===== config.mk =====
export PLATFORM = sky130hd
export DESIGN_NAME = morse_text_decoder
export DESIGN_NICKNAME = d
export VERILOG_FILES = /design/src/rtl/core/mtd_pkg.sv /design/src/rtl/core/morse_text_decoder.sv /design/src/rtl/core/mtd_token.sv
export SDC_FILE = /design/constraint.sdc
export NUM_CORES = 1
export LEC_CHECK = 0
export BUFFER_PORTS_ARGS = -buffer_cell sky130_fd_sc_hd__buf_4
export CAP_MARGIN = 20
export CORE_MARGIN = 3
export CORE_UTILIZATION = 33
export CTS_CLUSTER_SIZE = 24
export DETAILED_ROUTE_END_ITERATION = 10
export GPL_ROUTABILITY_DRIVEN = 1
export HOLD_SLACK_MARGIN = 0.1
export SLEW_MARGIN = 5
export SYNTH_ARGS = -nofsm -noshare
export SYNTH_HDL_FRONTEND = slang
export SYNTH_SLANG_ARGS = --single-unit

===== constraint.sdc =====
create_clock -name aclk -period 5.1 [get_ports aclk]
set_input_delay 0.765 -clock aclk [delete_from_list [all_inputs] [get_ports aclk]]
set_output_delay 0.765 -clock aclk [all_outputs]
set_load 0.1 [all_outputs]

===== src/rtl/core/mtd_pkg.sv =====
// mtd_pkg: constants, result bundle and Morse lookup for the Morse text decoder.
// No dependencies; imported by mtd_token, morse_text_decoder and the testbench.
package mtd_pkg;

    localparam int MAX_TOKEN = 9;
    localparam int LEN_W     = 4;
    localparam int PAT_W     = 7;
    localparam int CHAR_W    = 7;

    localparam logic [LEN_W-1:0]  LEN_MAX_TOKEN = LEN_W'(MAX_TOKEN);
    localparam logic [LEN_W-1:0]  LEN_KEEP      = LEN_W'(PAT_W);
    localparam logic [LEN_W-1:0]  LEN_SAT       = '1;

    localparam logic [7:0] SYM_SPACE = 8'h20;
    localparam logic [7:0] SYM_DOT   = 8'h2E;
    localparam logic [7:0] SYM_DASH  = 8'h2D;

    localparam logic [CHAR_W-1:0] CHAR_UNKNOWN = 7'h3F;
    localparam logic [CHAR_W-1:0] CHAR_GAP     = 7'h20;

    typedef struct packed {
        logic [1:0]        count;
        logic [CHAR_W-1:0] ch0;
        logic [CHAR_W-1:0] ch1;
    } res_t;

    // Pattern bit i is symbol i of the token, dash = 1.
    function automatic logic [CHAR_W-1:0] mtd_lookup(
        input logic [PAT_W-1:0] pattern,
        input logic [LEN_W-1:0] len,
        input logic             invalid
    );
        logic [CHAR_W-1:0] ch;
        ch = CHAR_UNKNOWN;
        if (!invalid && len != '0 && len <= LEN_KEEP) begin
            unique case ({len[2:0], pattern})
                {3'd2, 7'b10}:      ch = 7'h41; // A
                {3'd4, 7'b0001}:    ch = 7'h42; // B
                {3'd4, 7'b0101}:    ch = 7'h43; // C
                {3'd3, 7'b001}:     ch = 7'h44; // D
                {3'd1, 7'b0}:       ch = 7'h45; // E
                {3'd4, 7'b0100}:    ch = 7'h46; // F
                {3'd3, 7'b011}:     ch = 7'h47; // G
                {3'd4, 7'b0000}:    ch = 7'h48; // H
                {3'd2, 7'b00}:      ch = 7'h49; // I
                {3'd4, 7'b1110}:    ch = 7'h4A; // J
                {3'd3, 7'b101}:     ch = 7'h4B; // K
                {3'd4, 7'b0010}:    ch = 7'h4C; // L
                {3'd2, 7'b11}:      ch = 7'h4D; // M
                {3'd2, 7'b01}:      ch = 7'h4E; // N
                {3'd3, 7'b111}:     ch = 7'h4F; // O
                {3'd4, 7'b0110}:    ch = 7'h50; // P
                {3'd4, 7'b1011}:    ch = 7'h51; // Q
                {3'd3, 7'b010}:     ch = 7'h52; // R
                {3'd3, 7'b000}:     ch = 7'h53; // S
                {3'd1, 7'b1}:       ch = 7'h54; // T
                {3'd3, 7'b100}:     ch = 7'h55; // U
                {3'd4, 7'b1000}:    ch = 7'h56; // V
                {3'd3, 7'b110}:     ch = 7'h57; // W
                {3'd4, 7'b1001}:    ch = 7'h58; // X
                {3'd4, 7'b1101}:    ch = 7'h59; // Y
                {3'd4, 7'b0011}:    ch = 7'h5A; // Z
                {3'd5, 7'b11111}:   ch = 7'h30;
                {3'd5, 7'b11110}:   ch = 7'h31;
                {3'd5, 7'b11100}:   ch = 7'h32;
                {3'd5, 7'b11000}:   ch = 7'h33;
                {3'd5, 7'b10000}:   ch = 7'h34;
                {3'd5, 7'b00000}:   ch = 7'h35;
                {3'd5, 7'b00001}:   ch = 7'h36;
                {3'd5, 7'b00011}:   ch = 7'h37;
                {3'd5, 7'b00111}:   ch = 7'h38;
                {3'd5, 7'b01111}:   ch = 7'h39;
                {3'd6, 7'b110011}:  ch = 7'h2C; // ,
                {3'd6, 7'b001100}:  ch = 7'h3F; // ?
                {3'd6, 7'b110101}:  ch = 7'h21; // !
                {3'd6, 7'b011110}:  ch = 7'h27; // '
                {3'd5, 7'b01001}:   ch = 7'h2F; // /
                {3'd5, 7'b01101}:   ch = 7'h28; // (
                {3'd6, 7'b101101}:  ch = 7'h29; // )
                {3'd5, 7'b00010}:   ch = 7'h26; // &
                {3'd6, 7'b000111}:  ch = 7'h3A; // :
                {3'd6, 7'b010101}:  ch = 7'h3B; // ;
                {3'd5, 7'b10001}:   ch = 7'h3D; // =
                {3'd5, 7'b01010}:   ch = 7'h2B; // +
                {3'd6, 7'b101100}:  ch = 7'h5F; // _
                {3'd6, 7'b010010}:  ch = 7'h22; // "
                {3'd7, 7'b1001000}: ch = 7'h24; // $
                {3'd6, 7'b010110}:  ch = 7'h40; // @
                default:            ch = CHAR_UNKNOWN;
            endcase
        end
        return ch;
    endfunction

endpackage


===== src/rtl/core/morse_text_decoder.sv =====
// morse_text_decoder: top level, Morse text stream in, ASCII stream out.
// Depends on mtd_pkg and mtd_token.
//
// Takes one character of Morse text per request on s_ and returns decoded ASCII on m_.
// Each character is decoded in the cycle it is accepted and yields zero, one or two
// results, which go into a four-entry result queue; a new character is taken
// every cycle while the queue has room for two results. Sustained rate is one
// character per cycle when each yields at most one result and m_tready stays high;
// two-result characters leave the single-result output port one result at a time.
// m_tlast marks the last result caused by an input character.
module morse_text_decoder import mtd_pkg::*; (
    input  logic       aclk,
    input  logic       aresetn,
    input  logic       s_tvalid,
    output logic       s_tready,
    input  logic [7:0] s_tdata,   // [7:0] symbol
    input  logic       s_tlast,   // last
    output logic       m_tvalid,
    input  logic       m_tready,
    output logic [7:0] m_tdata,   // [6:0] decoded_char, [7] zero
    output logic       m_tlast    // run_last
);

    localparam int QDEPTH = 4;
    localparam int QPTR_W = $clog2(QDEPTH);
    localparam int QCNT_W = QPTR_W + 1;

    logic [CHAR_W-1:0] q_char_reg [QDEPTH];
    logic              q_last_reg [QDEPTH];
    logic [QPTR_W-1:0] wr_reg, wr_next, rd_reg, rd_next;
    logic [QCNT_W-1:0] cnt_reg, cnt_next;
    logic [QPTR_W-1:0] wr_plus1;
    logic              s_accept, m_accept;
    res_t              result;

    assign s_tready = (cnt_reg <= QCNT_W'(QDEPTH - 2));
    assign s_accept = s_tvalid && s_tready;
    assign m_tvalid = (cnt_reg != '0);
    assign m_accept = m_tvalid && m_tready;
    assign m_tdata  = {1'b0, q_char_reg[rd_reg]};
    assign m_tlast  = q_last_reg[rd_reg];
    assign wr_plus1 = wr_reg + 1'b1;

    mtd_token u_token (
        .aclk    (aclk),
        .aresetn (aresetn),
        .accept  (s_accept),
        .symbol  (s_tdata),
        .last    (s_tlast),
        .result  (result)
    );

    always_comb begin
        wr_next  = wr_reg;
        rd_next  = rd_reg;
        cnt_next = cnt_reg;
        if (s_accept) begin
            wr_next  = wr_reg + QPTR_W'(result.count);
            cnt_next = cnt_next + QCNT_W'(result.count);
        end
        if (m_accept) begin
            rd_next  = rd_reg + 1'b1;
            cnt_next = cnt_next - 1'b1;
        end
    end

    always_ff @(posedge aclk) begin
        if (!aresetn) begin
            wr_reg  <= '0;
            rd_reg  <= '0;
            cnt_reg <= '0;
        end else begin
            wr_reg  <= wr_next;
            rd_reg  <= rd_next;
            cnt_reg <= cnt_next;
        end
    end

    always_ff @(posedge aclk) begin
        if (s_accept && result.count != 2'd0) begin
            q_char_reg[wr_reg] <= result.ch0;
            q_last_reg[wr_reg] <= (result.count == 2'd1);
        end
        if (s_accept && result.count == 2'd2) begin
            q_char_reg[wr_plus1] <= result.ch1;
            q_last_reg[wr_plus1] <= 1'b1;
        end
    end

    a_cnt_bound: assert property (@(posedge aclk) disable iff (!aresetn)
        cnt_reg <= QCNT_W'(QDEPTH))
        else $error("result queue overflow");

    a_ptr_track: assert property (@(posedge aclk) disable iff (!aresetn)
        QPTR_W'(cnt_reg) == QPTR_W'(wr_reg - rd_reg))
        else $error("queue pointers and count disagree");

    a_count_legal: assert property (@(posedge aclk) disable iff (!aresetn)
        s_accept |-> result.count != 2'd3)
        else $error("more than two results for one request");

    a_drain: assert property (@(posedge aclk) disable iff (!aresetn)
        m_accept && !s_accept |=> cnt_reg == $past(cnt_reg) - 1'b1)
        else $error("queue count not decremented on output");

endmodule


===== src/rtl/core/mtd_token.sv =====
// mtd_token: token and space-run state, per-character decode into up to two results.
// Depends on mtd_pkg.
module mtd_token import mtd_pkg::*; (
    input  logic       aclk,
    input  logic       aresetn,
    input  logic       accept,
    input  logic [7:0] symbol,
    input  logic       last,
    output res_t       result
);

    logic [PAT_W-1:0] pat_reg, pat_next;
    logic [LEN_W-1:0] len_reg, len_next;
    logic             inv_reg, inv_next;
    logic [1:0]       run_reg, run_next;

    logic [PAT_W-1:0]  pat_upd;
    logic [LEN_W-1:0]  len_upd;
    logic              inv_upd;
    logic [1:0]        run_upd;
    logic [CHAR_W-1:0] cur_char, new_char;
    logic [2:0]        ev;
    logic [CHAR_W-1:0] ec0, ec1, ec2;
    logic              is_space, is_dot, is_dash;

    assign is_space = (symbol == SYM_SPACE);
    assign is_dot   = (symbol == SYM_DOT);
    assign is_dash  = (symbol == SYM_DASH);
    assign cur_char = mtd_lookup(pat_reg, len_reg, inv_reg);
    assign new_char = mtd_lookup(pat_upd, len_upd, inv_upd);

    always_comb begin
        pat_upd = pat_reg;
        len_upd = len_reg;
        inv_upd = inv_reg;
        run_upd = (run_reg == 2'd3) ? run_reg : run_reg + 2'd1;
        ev      = '0;
        ec0     = CHAR_GAP;
        ec1     = cur_char;
        ec2     = new_char;
        if (is_space) begin
            pat_upd = '0;
            len_upd = '0;
            inv_upd = 1'b0;
            ec0     = cur_char;
            ec1     = CHAR_GAP;
            ev[0]   = (len_reg != '0);
            ev[1]   = last && (run_upd >= 2'd2);
        end else begin
            run_upd = '0;
            ev[0]   = (run_reg >= 2'd2);
            ev[1]   = (len_reg >= LEN_MAX_TOKEN);
            if (len_reg >= LEN_MAX_TOKEN) begin
                pat_upd = '0;
                len_upd = '0;
                inv_upd = 1'b0;
            end
            if (len_upd < LEN_KEEP) begin
                if (is_dash) begin
                    pat_upd[len_upd[2:0]] = 1'b1;
                end else if (!is_dot) begin
                    inv_upd = 1'b1;
                end
            end
            if (len_upd != LEN_SAT) begin
                len_upd = len_upd + 1'b1;
            end
            ev[2] = last;
        end
    end

    // Keep the first two emitted results in order.
    always_comb begin
        result.ch0   = ev[0] ? ec0 : (ev[1] ? ec1 : ec2);
        result.ch1   = (ev[0] && ev[1]) ? ec1 : ec2;
        result.count = 2'(ev[0]) + 2'(ev[1]) + 2'(ev[2]);
        if (ev == 3'b111) begin
            result.count = 2'd2;
        end
    end

    always_comb begin
        pat_next = pat_reg;
        len_next = len_reg;
        inv_next = inv_reg;
        run_next = run_reg;
        if (accept) begin
            if (last) begin
                pat_next = '0;
                len_next = '0;
                inv_next = 1'b0;
                run_next = '0;
            end else begin
                pat_next = pat_upd;
                len_next = len_upd;
                inv_next = inv_upd;
                run_next = run_upd;
            end
        end
    end

    always_ff @(posedge aclk) begin
        if (!aresetn) begin
            pat_reg <= '0;
            len_reg <= '0;
            inv_reg <= 1'b0;
            run_reg <= '0;
        end else begin
            pat_reg <= pat_next;
            len_reg <= len_next;
            inv_reg <= inv_next;
            run_reg <= run_next;
        end
    end

    a_end_clears: assert property (@(posedge aclk) disable iff (!aresetn)
        accept && last |=> len_reg == '0 && run_reg == '0 && pat_reg == '0 && !inv_reg)
        else $error("state not cleared after end of message");

    a_len_bound: assert property (@(posedge aclk) disable iff (!aresetn)
        len_reg <= LEN_MAX_TOKEN)
        else $error("token length beyond limit");

    a_space_closes: assert property (@(posedge aclk) disable iff (!aresetn)
        accept && is_space |=> len_reg == '0)
        else $error("space did not close token");

    a_run_zero: assert property (@(posedge aclk) disable iff (!aresetn)
        accept && !is_space |=> run_reg == '0)
        else $error("space run not reset by non-space");

endmodule


# After elaboration in Yosys (flattened, before gate mapping)
# Memory sizes are Yosys's and may differ from the RTL's. A register that Yosys moved wholly into a read port is not among the register bits.
# Cells that the tools add are included.
# W data, S select, Z words.
[totals] ff_bits=21 latch_bits=0 mem_bits_rw=32 rom_bits=0 input_bits=13 word_cells=199 mem_count=2
[memory_table] memory="q_char_reg" words=4 word_bits=7 rd=1 rd_clocked_by_memory_dff=1 wr=2 line="morse_text_decoder.sv:28" text="logic [CHAR_W-1:0] q_char_reg [QDEPTH];"
[memory_table] memory="q_last_reg" words=4 word_bits=1 rd=1 rd_clocked_by_memory_dff=1 wr=2 line="morse_text_decoder.sv:29" text="logic q_last_reg [QDEPTH];"
[classes] n_addsub=9 n_mul=0 div=0 magnitude_cmp=9 n_eq_ne=110 shifts=0 mux=44 bitwise_logic=1 reduce_logical=17
[ops] operator="$eq A10 B10 Y1 const B" count=74
[ops] operator="$pmux W7 S51" count=2
[ops] operator="$eq A10 B9 Y1 const B" count=24
[ops] operator="$mux W7" count=13
[ops] operator="$eq A10 B8 Y1 const B" count=4
[ops] operator="$eq A8 B6 Y1 const B" count=3
[ops] operator="$mux W4" count=5
[ops] operator="$mux W2" count=9
[ops] operator="$mux W1" count=12
[ops] operator="$logic_and A1 B1 Y1" count=11
[ops] operator="$le A4 B3 Y1 const B" count=2
[ops] operator="$reduce_bool A4 Y1" count=2
[ops] operator="$or A7 B7 Y7" count=1
[ops] operator="$add A2 B1 Y2 const B" count=3
[ops] operator="$mux W3" count=2
[ops] operator="$add A4 B1 Y4 const B" count=1
[ops] operator="$eq A2 B2 Y1 const B" count=2
[ops] operator="$ge A2 B2 Y1 const B" count=2
[ops] operator="$ge A4 B4 Y1 const B" count=1
[ops] operator="$lt A3 B4 Y1 const B" count=1
[ops] operator="$lt A4 B3 Y1 const B" count=1
[ops] operator="$ne A4 B4 Y1 const B" count=1
[ops] operator="$add A3 B2 Y3" count=1
[ops] operator="$demux W1 S3" count=1
[ops] operator="other kinds (11)" count=12

# Logic depth before layout (Yosys ltp)
# Gate-level depths: netlist of run 1.
[logic_depth] ltp_word=16 ltp_mapped=17 mapped_depth_nobuf=15

# Hierarchy
# From an unflattened synthesis of run 1, not the netlist that was laid out.
[unflattened] cells_unflattened=700 area_unflattened_um2=5730.5
[modules_own_cells] mod="mtd_token" instances=1 cells_per_inst=532 area_per_inst_um2=3510.9 seq_area_each_um2=280.3
[modules_own_cells] mod="morse_text_decoder" instances=1 cells_per_inst=168 area_per_inst_um2=2219.6 seq_area_each_um2=1101.1

# Worst setup path before layout of run 1
# No wires, ideal clock.
[synth_timing] path_kind="input to register" start="in s_tdata[7]" end="reg cnt_reg[2]" setup_time_ns=0.115 arrival_ns=4.064 path_slack_ns=0.921 path_stages=15 n_path_buf=0 cell_sequence="or4b_1 nor2_2 nor2_1 nor2_2 fa_1 a31oi_1 ha_1 inv_1 fa_1 nor2_1 a21oi_1 ha_1 nand2_1 xor2_1 and2_1"
[synth_between] elab_chain_cells=9 word_cells_on_any_way=11 cone_classes="add/sub: 4; eq/ne: 2; mux: 5"
[synth_lines] item="start: declaration" line="morse_text_decoder.sv:16" text="input logic [7:0] s_tdata,"
[synth_lines] item="$eq A8 B6 Y1 *" line="mtd_token.sv:26" text="assign is_space = (symbol == SYM_SPACE);"
[synth_lines] item="$mux W2" line="mtd_token.sv:41" text="if (is_space) begin"
[synth_lines] item="$add A1 B1 Y2" line="mtd_token.sv:76" text="result.count = 2'(ev[0]) + 2'(ev[1]) + 2'(ev[2]);"
[synth_lines] item="$add A2 B1 Y2" line="mtd_token.sv:76"
[synth_lines] item="$mux W2 *" line="mtd_token.sv:77" text="if (ev == 3'b111) begin"
[synth_lines] item="$add A3 B2 Y3 *" line="morse_text_decoder.sv:59" text="cnt_next = cnt_next + QCNT_W'(result.count);"
[synth_lines] item="$mux W3 *" line="morse_text_decoder.sv:57" text="if (s_accept) begin"
[synth_lines] item="$sub A3 B1 Y3" line="morse_text_decoder.sv:63" text="cnt_next = cnt_next - 1'b1;"
[synth_lines] item="$mux W3 *" line="morse_text_decoder.sv:61" text="if (m_accept) begin"
[synth_lines] item="end signal: assignment" line="morse_text_decoder.sv:75" text="cnt_reg <= cnt_next;"
[synth_lines] item="end: declaration" line="morse_text_decoder.sv:31" text="logic [QCNT_W-1:0] cnt_reg, cnt_next;"
# Every way passes the cells marked *; elsewhere a longest branch is shown, timed or not.
# A chain may end at the register's enable or synchronous reset.

# Worst setup path after layout of run 1
[layout_timing] start="in s_tdata[1]" end="reg cnt_reg[2]"
# Same word-level chain as after synthesis.

==> reports/qor.yml, run 1 <==
p_per_area_nw_per_um2: 262.0
rows: 48
maxSlewViolCount: 0
clk-insertion-delay-late_ps: 300
synth_compound_area_share_pct: 25.18
synthSimpleGateAreaFrac_pct: 34.96
ys_top_cells_by_area: "edfxtp_1 14%, dfxtp_1 9.2%, nor2_1 4.7%, nand2_1 4.3%, a21oi_1 3.7%"
totalNegativeSetupSlack_ps: 0
p_int_uw: 913.5
fp.dieW_um: 139.4
synth_ff_type: "edfxtp_1"
syn_avg_cell_area_um2: 7.862
layout_worst_path_cycle_share_pct: 84.67
max-cap-violations: 0
cpLargestDelayFamily: "adder cells"
antenna_found_initial: 0
cts_tree: "built"
r2r_cells: 12
grt_pass1_vias: 5811
netlist_area_um2: 5873
yosysTopAreaCell: "edfxtp_1"
fmax_mhz: 231.6
h-tree-depth: 2
pwr-share-clk_pct: 21.1
holdPathStages: 1
ios: 24
end_kind: "flop"
cts.sinks: 55
pwr-share-seq_pct: 33.2
period_needed_ps: 4318
drt_wl_total_mm: 20.62
path_max_fanout: 13
synth_seq_cells: 55
yosys.area_share.adder_pct: 1.534
largest_register_ffs: 28
wl_per_cell_um: 21.20
hp-class: "reg -> reg"
seq_area_frac_synth_pct: 23.52
cp_num_cells: 16
setup_ws_ps: 781.9
synth_cell_types: 104
path_class: "in -> reg"
dp_slack_ps: 492.5
gp_congestion: 0.9536
finalSetupViolations: 0
post_cts_resized: 0
grt-ovfl-total: 0
vias: 6317
dieArea_um2: 19430
syn-num-nets: 766
ir_drop_mv: 0.4039
synthArstFlopShare_pct: 0
switching_share_pct: 45.62
max_slew.worst_pin.slew_ps: 904.5
finalHoldViolCount: 0
r2r_slack_ps: 970
grt_max_degree: 33
switching_power_uw: 766.4
yosysTopAreaCellShare_pct: 14.32
gr-usage-all-layers_pct: 20.60
cp_num_buf_inv: 3
drtIter0Drc: 1029
cts_buffer_depth: 2
dp_hpwl_mm: 15.53
leakagePower_uw: 0.002238
ys_warn_count: 0
cts_hold_buf: 0
regToRegEndpoint: "q_char_reg[0][2]"
r2r_start: "u_token.len_reg[3]"
drc_errors: 0
synthXorXnorAreaFrac_pct: 1.939
path_cells: "buf_4, nor4_1, nand2_1, buf_4, a21oi_1, fa_1, a31oi_1, ha_1, inv_1, fa_1, nor2_1, a21oi_1, ha_1, nand2_1, xor2_1, and2_1"
min_to: "q_last_reg[3]"
numCtsBuffers: 5
syn_inst: 747
p_total_uw: 1680
diodes: 0
arrival_ps: 4510
start_util_pct: 33.84
clkTransAtPathRegs_ps: 80
slowest_delay_ps: 510
drt-vias-per-instance: 6.492
synth-edff-count: 28
dieHeight_um: 139.4
drt.antenna.violating_nets: 0
coreArea_um2: 17360
drive_above_1_share_pct: 14.71
dr.pass1.iters: 6
grt_pass1_wl_mm: 33.09
slew-limit-headroom_pct: 39.06
skew_ps: 12.46
pwr-share-comb_pct: 45.7
nNetsFinal: 766
nFillCells: 1774
portBuffers: 22
cp.required_ps: 5290
crit_path_start_kind: "primary input"
syn2layout_area_growth_pct: 9.161
status: "complete, no violations"
slowest_stage: "nor4_1"
min_from: "q_last_reg[3]"
synthMuxAreaShare_pct: 7.243
cts-root-buf: "clkbuf_16"
post-cts-setup-buffers: 0
rsz0062_at_grt: "false"
synth_top_family_by_area: "simple AND/OR/NAND/NOR gates"
## placed cells by master (no fill, tap or decap), drive strengths merged, types with 12 or more instances in the layout
cell type and n:
nor3 37, nand4 28, buf 50, and2 13
mux2i 20, edfxtp 28, nand3 29, inv 12
o21ai 37, dfxtp 27, nor2b 27, nor4 19
a21oi 44, nand2 67, nor2 76
## metrics by stage
step	std cells	hold WS (ps)	area (um^2)	utilization [%]
final	973	466.1	6411	36.94
after global routing	973	498.6	6411	36.94
after CTS	973	467.1	6411	36.94
after detailed placement	965	447.8	6261	36.07
after global placement	965	447.1	6261	36.07
after floorplan	747	434.8	5873	-
## worst register-to-register path, delay by kind of cell (launching register included)
family / cells / cell delay [ps]
AO/OA/AOI/OAI: 4 / 1750
flip-flops: 1 / 320
multiplexers: 1 / 110
buffers and inverters: 1 / 250
AND/OR/NAND/NOR: 5 / 1100
adder cells (fa/ha/maj): 1 / 320
## kinds of logic (layout without fill, tap and decap cells)
family / count (synthesis) / after routing
multiplexers: 32 / 32
XOR/XNOR: 13 / 13
adder cells (fa/ha/maj): 6 / 6
flip-flops: 55 / 55
AND/OR/NAND/NOR: 366 / 366
other: 1 / 1
AO/OA/AOI/OAI: 204 / 204
buffers and inverters: 70 / 71
## layer usage
layer  GRT usage (%)  up-vias  wire length [um]
met5               0        -                 0
met1           30.35     2973              9180
met4           6.231        0               686
li1                -     2883                 -
met2           30.89      397              8976
met3           3.299       64              1780
## power by group through the flow
stage	combinational [uW]	sequential, uW	clock (uW)
detailed placement	763	569	0
global placement	765	569	0
floorplan	635	532	0
finish	768	558	354
CTS	767	559	362
global route	817	567	378
## Yosys cell counts, types with 12 or more instances
cell and instances:
nand3_1 29, inv_1 12, clkbuf_1 27, nand4_1 26, buf_2 12, edfxtp_1 28
nand2_1 67, nor3_1 36, a21oi_1 44, nor2_1 74, dfxtp_1 27, o21ai_0 33
mux2i_1 20, and2_1 13, nor2b_1 27, nor4_1 17
## worst max path at each step
stage | start | to | slack [ps]
floorplan | s_tdata[7] | cnt_reg[2] | 920
global placement | s_tdata[1] | cnt_reg[2] | 620
detailed placement | s_tdata[1] | cnt_reg[2] | 490
CTS | s_tdata[1] | cnt_reg[2] | 810
global route | s_tdata[1] | cnt_reg[2] | 490
finish | s_tdata[1] | cnt_reg[2] | 780
## area by class of cell
cell class	count	area (um^2)	share of cell area [%]
repair buffers	50	375.4	5.855
multi-input cells	622	4174	65.11
well taps	225	281.5	4.391
clock buffers	5	125.1	1.952
flip-flops and latches	55	1381	21.55
clock inverters	3	25.02	0.3903
inverters	13	48.80	0.7611
Note: power is estimated with default switching activity, not from simulation.
==> run 2, diff against run 1 <==
==> constraint.sdc (replaced) <==
create_clock -name aclk -period 4.39 [get_ports aclk]
set_input_delay 0.6585 -clock aclk [delete_from_list [all_inputs] [get_ports aclk]]
set_output_delay 0.6585 -clock aclk [all_outputs]
set_load 0.1 [all_outputs]
==> reports/qor.yml, run 2 (same netlist as run 1, synthesis figures left out) <==
drtIter0Drc: 825
drive_above_1_share_pct: 17.17
grt_pass1_wl_mm: 31.85
fin_cells: 994
critical_path.endpoint: "q_char_reg[2][1]"
dp_slack_ps: 215.5
path_cells: "nand2b_1, inv_1, ha_1, nor3b_4, nand4b_4, o311ai_0, or4_4, and4b_1, nand4_1, or3b_1, o41ai_2, mux2i_1"
r2r_slack_ps: 300
cts.sinks: 55
multi_input_area_um2: 4178
max-cap-violations: 0
placed_cells: 986
r2r_start: "u_token.len_reg[0]"
r2r_cells: 12
fp.dieW_um: 139.4
grt_max_degree: 35
maxSlewViolCount: 0
ir_drop_mv: 0.5403
arrival_ps: 4120
rows: 48
slowest_stage: "o311ai_0"
nFillCells: 1805
setup_ws_ps: 304.2
grt-ovfl-total: 0
path_class: "reg -> reg"
fmax_mhz: 244.7
antenna_found_initial: 0
crit_path_start_kind: "flop"
skew_ps: 11.05
finalHoldViolCount: 0
rsz0062_at_grt: "false"
regArea_um2: 1381
portBuffers: 22
end_kind: "flop"
finalSetupViolations: 0
slowest_delay_ps: 600
regToRegEndpoint: "q_char_reg[2][1]"
clkTransAtPathRegs_ps: 80
max_slew.worst_pin.slew_ps: 763.9
drt-vias-per-instance: 6.299
cts_tree: "built"
cts-root-buf: "clkbuf_16"
h-tree-depth: 2
gp_congestion: 0.9774
final_common_cell: "nor2_1"
status: "complete, no violations"
nNetsFinal: 787
dp_hpwl_mm: 15.72
largest_register_ffs: 28
diodes: 0
cts_hold_buf: 0
syn2layout_area_growth_pct: 11.93
dieArea_um2: 19430
grt_pass1_vias: 5711
drt.antenna.violating_nets: 0
clk-insertion-delay-late_ps: 300
totalNegativeSetupSlack_ps: 0
path_max_fanout: 9
start_util_pct: 33.84
cts_buffer_depth: 2
coreArea_um2: 17360
dieHeight_um: 139.4
post-route-util_pct: 37.87
drt_wl_total_mm: 20.46
gr-usage-all-layers_pct: 20.12
hp-class: "reg -> reg"
p_per_area_nw_per_um2: 296.4
vias: 6261
slew-limit-headroom_pct: 48.35
numCtsBuffers: 5
drc_errors: 0
layout_worst_path_cycle_share_pct: 93.07
layout_common_cells: "74 x nor2_1, 71 x buf_4, 67 x nand2_1"
hold_ws_ps: 466.5
cp.required_ps: 4420
ios: 24
leakagePower_uw: 0.002351
dr.pass1.iters: 5
period_needed_ps: 4086
wl_per_cell_um: 20.58
post-cts-setup-buffers: 0
startpoint: "u_token.len_reg[0]"
[run 2: cell type report]
type	count	share of cell area, %
multi-input combinational	622	63.55
inverter	13	0.7423
clock buffer	5	1.903
timing repair buffer	71	8.108
sequential	55	21.01
tap	225	4.282
clock inverter	3	0.3997
[run 2: routing by layer]
metal | vias up | wire length [um] | GRT usage, %
li1 | 2932 | - | -
met5 | - | 0 | 0
met1 | 2982 | 9424 | 29.22
met4 | 0 | 701 | 6.540
met3 | 44 | 1358 | 2.784
met2 | 303 | 8976 | 30.79
[run 2: how the worst min path moves through the flow]
stage | start | endpoint | cells after the start
2_1_floorplan | q_last_reg[2] | q_last_reg[2] | 2
3_3_place_gp | q_last_reg[3] | q_last_reg[3] | 1
3_5_place_dp | q_last_reg[3] | q_last_reg[3] | 1
4_1_cts | q_last_reg[3] | q_last_reg[3] | 1
5_1_grt | q_last_reg[3] | q_last_reg[3] | 1
6_report | q_last_reg[3] | q_last_reg[3] | 1
[run 2: repair_timing]
action	CTS	global route
hold endpoints to repair	0	0
gates resized for setup	0	1
endpoints found under the setup margin	0	2
[run 2: worst max-delay path, delay by kind of cell, from the launching register on]
family	cells	cell delay, ps
and+or+nand+nor	7	1760
AOI/OAI and AO/OA	2	1060
DFF	1	440
adders and majority gates	1	330
muxes	1	130
buffers and inverters	1	80
[run 2: stage by stage]
step / area [um^2] / total power, uW
after global routing: 6574 / 2045
after CTS: 6570 / 1956
after global placement: 6419 / 1547
after detailed placement: 6419 / 1547
final: 6574 / 1948
after floorplan: 5873 / 1356
[run 2: power by group]
group / switching, uW / leakage (uW) / internal [uW]
clock network: 193 / 0.0000748 / 217
registers: 66.9 / 0.000481 / 588
logic: 621 / 0.00179 / 263
